--- config.mk ---
export PLATFORM = sky130hd
export DESIGN_NAME = breakpoint_watchpoint_run_control
export DESIGN_NICKNAME = d
export VERILOG_FILES = /design/src/hw/rtl/bpwp_pkg.sv /design/src/hw/rtl/breakpoint_watchpoint_run_control.sv /design/src/hw/rtl/bpwp_cell.sv /design/src/hw/rtl/bpwp_run_ctl.sv
export SDC_FILE = /design/constraint.sdc
export NUM_CORES = 2
export LEC_CHECK = 0
export BUFFER_PORTS_ARGS = -buffer_cell sky130_fd_sc_hd__buf_4
export CAP_MARGIN = 20
export CORE_AREA = 2 2 420 422
export DETAILED_ROUTE_END_ITERATION = 8
export DIE_AREA = 0 0 422 424
export PLACE_DENSITY = 0.78
export SLEW_MARGIN = 20
export SYNTH_ARGS = -nofsm -noshare
export SYNTH_HDL_FRONTEND = slang
export SYNTH_HIERARCHICAL = 1
export SYNTH_SLANG_ARGS = --single-unit
--- constraint.sdc ---
create_clock -name clk -period 14.97 [get_ports clk]
set_input_delay 2.2455 -clock clk [delete_from_list [all_inputs] [get_ports clk]]
set_output_delay 2.2455 -clock clk [all_outputs]
set_load 0.02 [all_outputs]
--- src/hw/rtl/bpwp_pkg.sv ---
// Shared types and constants for the breakpoint/watchpoint run-control block.
// Used by bpwp_cell, bpwp_run_ctl and breakpoint_watchpoint_run_control.
// No dependencies.
package bpwp_pkg;

  localparam int ENTRIES   = 16;
  localparam int ADDR_W    = 24;
  localparam int CNT_W     = 24;
  localparam int HITS_W    = 16;
  localparam int SRC_W     = 4;
  localparam int DATA_W    = 8;
  localparam int OUT_IDX_W = 4;
  localparam int IDX_W     = (ENTRIES > 1) ? $clog2(ENTRIES) : 1;
  // common width for comparing the 4-bit slot number against a cell id
  localparam int CMP_W     = (IDX_W > OUT_IDX_W) ? IDX_W : OUT_IDX_W;

  localparam logic [HITS_W-1:0] HITS_MAX = '1;

  localparam logic [SRC_W-1:0] SRC_CPU = 4'd0;
  localparam logic [SRC_W-1:0] SRC_SMP = 4'd1;
  localparam logic [SRC_W-1:0] SRC_APU = 4'd4;

  typedef enum logic [1:0] {
    OP_ACCESS      = 2'd0,
    OP_WRITE_ENTRY = 2'd1,
    OP_ARM         = 2'd2,
    OP_STOP_ALL    = 2'd3
  } op_t;

  typedef enum logic [1:0] {
    KIND_DISABLED = 2'd0,
    KIND_READ     = 2'd1,
    KIND_WRITE    = 2'd2,
    KIND_EXEC     = 2'd3
  } kind_t;

  typedef enum logic [1:0] {
    MODE_RUN_FOR  = 2'd0,
    MODE_RUN_TO   = 2'd1,
    MODE_STEP_FOR = 2'd2,
    MODE_STEP_TO  = 2'd3
  } run_mode_t;

  typedef enum logic {
    ST_IDLE,
    ST_WALK
  } state_t;

  // entry write broadcast to every cell
  typedef struct packed {
    logic              we;
    logic [OUT_IDX_W-1:0] index;
    logic [SRC_W-1:0]  source;
    kind_t             kind;
    logic [ADDR_W-1:0] addr;
    logic [DATA_W-1:0] data;
    logic              dce;
  } entry_wr_t;

  // event travelling down the chain, collecting the first primary and alias hit
  typedef struct packed {
    logic              valid;
    logic [SRC_W-1:0]  src;
    kind_t             kind;
    logic [ADDR_W-1:0] addr;
    logic [DATA_W-1:0] data;
    logic              alias_en;
    logic              h_found;
    logic [IDX_W-1:0]  h_idx;
    logic [HITS_W-1:0] h_cnt;
    logic              a_found;
    logic [IDX_W-1:0]  a_idx;
    logic [HITS_W-1:0] a_cnt;
  } token_t;

  typedef struct packed {
    logic              arm;
    logic              stop;
    logic              proc;
    run_mode_t         mode;
    logic [CNT_W-1:0]  value;
  } rc_cmd_t;

  typedef struct packed {
    logic              valid;
    logic              exec_proc;
    logic              proc;
    logic              any_hit;
    logic [ADDR_W-1:0] addr;
  } rc_evt_t;

  typedef struct packed {
    logic halt;
    logic trace;
  } rc_res_t;

endpackage

--- src/hw/rtl/breakpoint_watchpoint_run_control.sv ---
// Breakpoint/watchpoint table with per-processor run control, top level.
// Depends on bpwp_pkg, bpwp_cell and bpwp_run_ctl.
//
// An access event walks the chain of ENTRIES table cells one cell per clock,
// so busy stays high during the walk and the result appears in the cycle
// after it ends; the next start can be taken in the cycle that result is
// shown. Entry writes, arms, stop-all, suppressed events and disabled-kind
// events skip the walk; their registered result appears in the cycle after
// the start transfer. Each result is held for exactly one cycle under done;
// there is no back-pressure, so the receiver must take it then. The config
// register may be written at any time (cfg_ready is always high).
module breakpoint_watchpoint_run_control
  import bpwp_pkg::*;
(
  input  logic                 clk,
  input  logic                 rst,
  input  logic                 start,
  output logic                 busy,
  input  logic [1:0]           operation,
  input  logic [SRC_W-1:0]     source,
  input  logic [1:0]           access_kind,
  input  logic [ADDR_W-1:0]    address,
  input  logic [DATA_W-1:0]    data_value,
  input  logic                 data_compare_enable,
  input  logic [OUT_IDX_W-1:0] entry_index,
  input  logic [1:0]           run_mode,
  input  logic [CNT_W-1:0]     run_value,
  input  logic                 cfg_valid,
  output logic                 cfg_ready,
  input  logic                 cfg_data,
  output logic                 done,
  output logic                 halt,
  output logic                 trace_request,
  output logic                 hit,
  output logic [OUT_IDX_W-1:0] hit_index,
  output logic [HITS_W-1:0]    hit_count,
  output logic                 alias_hit,
  output logic [OUT_IDX_W-1:0] alias_index,
  output logic [HITS_W-1:0]    alias_count
);

  state_t    state, state_next;
  logic      suppress;
  logic      accept;
  logic      launch;
  logic      finish;
  op_t       op;
  kind_t     kind;
  entry_wr_t wr;
  rc_cmd_t   cmd;
  rc_evt_t   evt;
  rc_res_t   rc_res;
  token_t    chain [ENTRIES+1];
  token_t    last;

  assign op        = op_t'(operation);
  assign kind      = kind_t'(access_kind);
  assign busy      = (state == ST_WALK);
  assign accept    = start && !busy;
  assign cfg_ready = 1'b1;
  assign last      = chain[ENTRIES];
  assign finish    = (state == ST_WALK) && last.valid;
  assign launch    = accept && (op == OP_ACCESS) && !suppress && (kind != KIND_DISABLED);

  always_ff @(posedge clk) begin
    if (rst) begin
      suppress <= 1'b0;
    end else if (cfg_valid && cfg_ready) begin
      suppress <= cfg_data;
    end
  end

  always_comb begin
    chain[0]          = '0;
    chain[0].valid    = launch;
    chain[0].src      = source;
    chain[0].kind     = kind;
    chain[0].addr     = address;
    chain[0].data     = data_value;
    chain[0].alias_en = (source == SRC_SMP) &&
                        ((kind == KIND_READ) || (kind == KIND_WRITE));
  end

  always_comb begin
    wr.we     = accept && (op == OP_WRITE_ENTRY);
    wr.index  = entry_index;
    wr.source = source;
    wr.kind   = kind;
    wr.addr   = address;
    wr.data   = data_value;
    wr.dce    = data_compare_enable;
  end

  always_comb begin
    cmd.stop  = accept && (op == OP_STOP_ALL);
    cmd.arm   = accept && (op == OP_ARM) && (source <= SRC_SMP);
    cmd.proc  = source[0];
    cmd.mode  = run_mode_t'(run_mode);
    cmd.value = run_value;
  end

  always_comb begin
    evt.valid     = finish;
    evt.exec_proc = (last.kind == KIND_EXEC) && (last.src <= SRC_SMP);
    evt.proc      = last.src[0];
    evt.any_hit   = last.h_found || last.a_found;
    evt.addr      = last.addr;
  end

  for (genvar i = 0; i < ENTRIES; i++) begin : g_cell
    bpwp_cell u_cell (
      .clk     (clk),
      .rst     (rst),
      .cell_id (IDX_W'(i)),
      .wr      (wr),
      .tok_in  (chain[i]),
      .tok_out (chain[i+1])
    );
  end

  bpwp_run_ctl u_run_ctl (
    .clk (clk),
    .rst (rst),
    .cmd (cmd),
    .evt (evt),
    .res (rc_res)
  );

  always_ff @(posedge clk) begin
    if (rst) begin
      state <= ST_IDLE;
    end else begin
      state <= state_next;
    end
  end

  always_comb begin
    state_next = state;
    unique case (state)
      ST_IDLE: if (launch) state_next = ST_WALK;
      ST_WALK: if (finish) state_next = ST_IDLE;
      default: state_next = ST_IDLE;
    endcase
  end

  always_ff @(posedge clk) begin
    if (rst) begin
      done <= 1'b0;
    end else begin
      done <= finish || (accept && !launch);
    end
  end

  always_ff @(posedge clk) begin
    if (finish) begin
      halt          <= rc_res.halt;
      trace_request <= rc_res.trace;
      hit           <= last.h_found;
      hit_index     <= OUT_IDX_W'(last.h_idx);
      hit_count     <= last.h_cnt;
      alias_hit     <= last.a_found;
      alias_index   <= OUT_IDX_W'(last.a_idx);
      alias_count   <= last.a_cnt;
    end else if (accept) begin
      halt          <= (op == OP_STOP_ALL);
      trace_request <= 1'b0;
      hit           <= 1'b0;
      hit_index     <= '0;
      hit_count     <= '0;
      alias_hit     <= 1'b0;
      alias_index   <= '0;
      alias_count   <= '0;
    end
  end

endmodule

--- src/hw/rtl/bpwp_cell.sv ---
// One breakpoint table entry plus one stage of the match chain.
// Depends on bpwp_pkg.
module bpwp_cell
  import bpwp_pkg::*;
(
  input  logic             clk,
  input  logic             rst,
  input  logic [IDX_W-1:0] cell_id,
  input  entry_wr_t        wr,
  input  token_t           tok_in,
  output token_t           tok_out
);

  logic [SRC_W-1:0]  e_source;
  kind_t             e_kind;
  logic [ADDR_W-1:0] e_address;
  logic [DATA_W-1:0] e_data;
  logic              e_dce;
  logic [HITS_W-1:0] hits;

  logic              base_match;
  logic              prim_match;
  logic              alias_match;
  logic              sel;
  logic [HITS_W-1:0] hits_inc;
  token_t            tok_next;

  assign sel = wr.we && (CMP_W'(wr.index) == CMP_W'(cell_id));

  // data compare only applies to read and write entries
  assign base_match = tok_in.valid && (e_kind == tok_in.kind) &&
                      (e_address == tok_in.addr) &&
                      ((tok_in.kind == KIND_EXEC) || !e_dce || (e_data == tok_in.data));
  assign prim_match  = base_match && (e_source == tok_in.src) && !tok_in.h_found;
  assign alias_match = base_match && tok_in.alias_en && (e_source == SRC_APU) &&
                       !tok_in.a_found;
  assign hits_inc    = (hits == HITS_MAX) ? hits : hits + 1'b1;

  always_comb begin
    tok_next = tok_in;
    if (prim_match) begin
      tok_next.h_found = 1'b1;
      tok_next.h_idx   = cell_id;
      tok_next.h_cnt   = hits_inc;
    end
    if (alias_match) begin
      tok_next.a_found = 1'b1;
      tok_next.a_idx   = cell_id;
      tok_next.a_cnt   = hits_inc;
    end
  end

  always_ff @(posedge clk) begin
    if (rst) begin
      e_kind <= KIND_DISABLED;
    end else if (sel) begin
      e_kind <= wr.kind;
    end
  end

  always_ff @(posedge clk) begin
    if (sel) begin
      e_source  <= wr.source;
      e_address <= wr.addr;
      e_data    <= wr.data;
      e_dce     <= wr.dce;
      hits      <= '0;
    end else if (prim_match || alias_match) begin
      hits <= hits_inc;
    end
  end

  always_ff @(posedge clk) begin
    if (rst) begin
      tok_out.valid <= 1'b0;
    end else begin
      tok_out <= tok_next;
    end
  end

endmodule

--- src/hw/rtl/bpwp_run_ctl.sv ---
// Run-for, run-to, step-for and step-to controls of the two processors.
// Depends on bpwp_pkg.
module bpwp_run_ctl
  import bpwp_pkg::*;
(
  input  logic    clk,
  input  logic    rst,
  input  rc_cmd_t cmd,
  input  rc_evt_t evt,
  output rc_res_t res
);

  logic              rf_armed [2];
  logic [CNT_W-1:0]  rf_count [2];
  logic              rt_armed [2];
  logic [ADDR_W-1:0] rt_target [2];
  logic              sf_armed [2];
  logic [CNT_W-1:0]  sf_count [2];
  logic              st_armed [2];
  logic [ADDR_W-1:0] st_target [2];

  logic              rf_armed_next [2];
  logic [CNT_W-1:0]  rf_count_next [2];
  logic              rt_armed_next [2];
  logic [ADDR_W-1:0] rt_target_next [2];
  logic              sf_armed_next [2];
  logic [CNT_W-1:0]  sf_count_next [2];
  logic              st_armed_next [2];
  logic [ADDR_W-1:0] st_target_next [2];

  logic              p;
  logic [CNT_W-1:0]  rf_dec;
  logic [CNT_W-1:0]  sf_dec;
  logic              clear_all;

  assign p      = evt.proc;
  assign rf_dec = rf_count[p] - 1'b1;
  assign sf_dec = sf_count[p] - 1'b1;

  always_comb begin
    rf_armed_next  = rf_armed;
    rf_count_next  = rf_count;
    rt_armed_next  = rt_armed;
    rt_target_next = rt_target;
    sf_armed_next  = sf_armed;
    sf_count_next  = sf_count;
    st_armed_next  = st_armed;
    st_target_next = st_target;
    res            = '0;
    clear_all      = 1'b0;

    if (cmd.stop) begin
      clear_all = 1'b1;
    end else if (cmd.arm) begin
      unique case (cmd.mode)
        MODE_RUN_FOR: begin
          rf_armed_next[cmd.proc] = 1'b1;
          rf_count_next[cmd.proc] = cmd.value;
        end
        MODE_RUN_TO: begin
          rt_armed_next[cmd.proc]  = 1'b1;
          rt_target_next[cmd.proc] = ADDR_W'(cmd.value);
        end
        MODE_STEP_FOR: begin
          sf_armed_next[cmd.proc] = 1'b1;
          sf_count_next[cmd.proc] = cmd.value;
        end
        MODE_STEP_TO: begin
          st_armed_next[cmd.proc]  = 1'b1;
          st_target_next[cmd.proc] = ADDR_W'(cmd.value);
        end
        default: ;
      endcase
    end else if (evt.valid) begin
      if (evt.any_hit) begin
        res.halt  = 1'b1;
        res.trace = evt.exec_proc;
      end else if (evt.exec_proc) begin
        // first halt ends the sequence
        if (rf_armed[p]) begin
          rf_count_next[p] = rf_dec;
          if (rf_dec == '0) begin
            res.halt  = 1'b1;
            res.trace = 1'b1;
          end
        end
        if (!res.halt && rt_armed[p] && (evt.addr == rt_target[p])) begin
          res.halt  = 1'b1;
          res.trace = 1'b1;
        end
        if (!res.halt && sf_armed[p]) begin
          res.trace        = 1'b1;
          sf_count_next[p] = sf_dec;
          if (sf_dec == '0) res.halt = 1'b1;
        end
        if (!res.halt && st_armed[p]) begin
          res.trace = 1'b1;
          if (evt.addr == st_target[p]) res.halt = 1'b1;
        end
      end
      clear_all = res.halt;
    end

    if (clear_all) begin
      for (int i = 0; i < 2; i++) begin
        rf_armed_next[i] = 1'b0;
        rt_armed_next[i] = 1'b0;
        sf_armed_next[i] = 1'b0;
        st_armed_next[i] = 1'b0;
      end
    end
  end

  always_ff @(posedge clk) begin
    if (rst) begin
      for (int i = 0; i < 2; i++) begin
        rf_armed[i] <= 1'b0;
        rt_armed[i] <= 1'b0;
        sf_armed[i] <= 1'b0;
        st_armed[i] <= 1'b0;
      end
    end else begin
      rf_armed <= rf_armed_next;
      rt_armed <= rt_armed_next;
      sf_armed <= sf_armed_next;
      st_armed <= st_armed_next;
    end
  end

  always_ff @(posedge clk) begin
    rf_count  <= rf_count_next;
    rt_target <= rt_target_next;
    sf_count  <= sf_count_next;
    st_target <= st_target_next;
  end

endmodule

==> reports/qor.txt <==
H-tree Lvls -> 4
Worst R2R Start -> g_cell[15].u_cell/tok_out[77]
Highest-count cells in the layout ignoring fill and taps -> edfxtp_1, xnor2_1, nand2_1
Worst path slowest cell -> buf_4
Gpl congestion -> 0.920
Num Clock Sinks -> 2430
Leakage power of the design -> 39.2 nW
Cell depth of the worst min-delay path -> 0
Routed vias -> 57.4k
Core region area -> 175000 µm²
Minimum clock period after layout -> 5.91 ns
Number of max-cap violations -> 0
Clock-pin transition on the worst setup and hold timing paths -> 0.06 ns
Initial antenna violation count -> 1
Count of endpoints failing hold in the final timing report -> 0
Most common library cell in the layout ignoring fill and taps -> edfxtp_1
Gr ovfl total -> 0
Maximum clock insertion buffer count -> 3
Remaining number of nets flagged by the antenna check after routing -> 0
Count of hold buffers inserted by post-cts repair -> 0
Die Wd -> 422 µm
TritonCTS Buffers -> 229
Worst-case hold path end point -> g_cell[3].u_cell/tok_out[42]
Maximum single-stage delay on the critical path -> 0.79 ns
Final Setup Violations -> 0
Cells on worst reg2reg path -> 14
Setup repair bufs after CTS -> 0
Maximum clock frequency -> 169 MHz
Final design utilization -> 64.9%
Wire per inst -> 20.0 µm
Setup total negative slack -> 0 ns
Initial core utilization -> 58.4%
Syn-to-layout area delta -> 11.1%
Maximum resistive drop on vdd -> 0.144 mV
Transition time at the pin with the least slew margin -> 1.12 ns
CP endpoint kind -> flop
Net count of the finished layout -> 7679
Resized cells post-CTS -> 0
Clock root buffer master -> clkbuf_16
Gate count after technology mapping -> 7158
Total Routed Length -> 202000 µm
Buffering stage count on the worst path with inverters included -> 2
Power per cell area -> 132 nW/µm²
Capturing point of the worst reg2reg path -> trace_request
Violation count after the first detailed-route iteration -> 4887
Min-delay worst type -> flop to flop
Layout cells sized above 1 -> 13.8%
Detail-routed via count per cell -> 5.67
Global-route wire length before repair -> 320000 µm
Drt first pass iters -> 6
Number of placement rows -> 154
Die outline height -> 424 µm
Maximum number of pins on one net before global-route repair -> 82
Worst path top cell family by delay -> simple AND/OR/NAND/NOR gates
Count of input and output buffers -> 121
Total Die Area -> 179000 µm²
Number of top-level pins -> 123
Cell-by-cell trace of the critical path -> buf_4 -> buf_4 -> mux2i_1 -> ha_1 -> nor4b_1 -> a22oi_1 -> nor4_1 -> xor2_1 -> and2_1 -> nand4_1 -> o31ai_1 -> nor2_1 -> nor4b_1 -> and3_1
Post-route clock skew -> 0.0354 ns
Slew Viols, Final -> 0
Category of the critical setup timing path -> flop to flop
Post-detail-place hpwl -> 143000 µm
Number of global-route vias before repair -> 57.3k
Yosys warning total -> 6
Worst path required time -> 15.70 ns
Unrepaired setup endpoints after global routing -> false
Startpoint of the lowest-slack hold path -> g_cell[2].u_cell/tok_out[42]
Design Area, Final -> 113000 µm²
Slew Limit Headroom -> 24.8%
Final total power -> 15.0 mW
Total placed instance area -> 106000 µm²
Avg Inst Size Synth -> 14.3 µm²
# DRC -> 0
TritonCTS clock tree -> done
Summed instance area of the synthesized netlist -> 102000 µm²
Worst Path Max Fanout -> 63
Arrival time of the worst setup path -> 6.64 ns
Result of the run -> complete, no violations
Final clock period utilization by the worst path -> 39.5%
R2R Setup Slk -> 9.06 ns
Clock latency reported for the late side of the worst-skew pair -> 0.86 ns
Combined global-route utilization of all metal layers -> 22.6%
Element type at the critical path start -> flop
Worst setup slack before clock tree synthesis -> 8.79 ns
Post-route worst setup slack -> 9.06 ns
-- through the flow --
stage                     cells  hold slack (ns)
after floorplan            7393            0.426
after global placement     9690            0.440
after detailed placement   9690            0.443
after CTS                 10100            0.451
after global routing      10100            0.461
final                     10100            0.441
-- power by group --
part / internal, mW / total (mW) / switching (mW)
combinational: 0.493 / 1.33 / 0.841
sequential: 7.79 / 8.13 / 0.339
clock: 3.10 / 5.54 / 2.44
total: 11.4 / 15.0 / 3.62
-- how the worst max path moves through the flow --
| stage | slack [ns] | cells after the start | to | startpoint |
|---|---|---|---|---|
| global route | 8.79 | 15 | halt | g_cell[15].u_cell/tok_out[77] |
| CTS | 9.19 | 14 | trace_request | g_cell[15].u_cell/tok_out[77] |
| detailed placement | 8.79 | 9 | g_cell[0].u_cell/tok_out[15] | access_kind[0] |
| floorplan | 7.38 | 20 | u_run_ctl/sf_count[24] | g_cell[15].u_cell/tok_out[77] |
| global placement | 8.97 | 9 | g_cell[0].u_cell/tok_out[1] | access_kind[0] |
| finish | 9.06 | 14 | trace_request | g_cell[15].u_cell/tok_out[77] |
-- layer usage --
layer  vias to the layer above  global-route usage [%]  share of wire (%)
met5                         -                       0                  0
met4                         0                    7.91                3.2
met3                       347                    3.16                5.1
met2                      1647                    38.8                 50
met1                     28100                    29.5                 42
li1                      27200                       -                  -
-- area by class of cell --
type | instances | area [µm²]
sequential | 2430 | 69800
fill | 12200 | 61500
multi-input combinational | 4629 | 31600
clock buffer | 333 | 6330
tap | 2340 | 2930
timing repair buffer | 180 | 1360
clock inverter | 97 | 943
inverter | 112 | 427
antenna | 2 | 5.00
-- state kept, by name, summed over array words and instances (netlist names), 32 cells and up --
| signal | flops |
|---|---|
| g_cell.u_cell/tok_out | 1303 |
| g_cell.u_cell/e_address | 384 |
| g_cell.u_cell/hits | 256 |
| g_cell.u_cell/e_data | 128 |
| g_cell.u_cell/e_source | 64 |
| u_run_ctl/rf_count | 48 |
| u_run_ctl/rt_target | 48 |
| u_run_ctl/sf_count | 48 |
| u_run_ctl/st_target | 48 |
| g_cell.u_cell/e_kind | 32 |
Power figures use the tool's default switching activity.
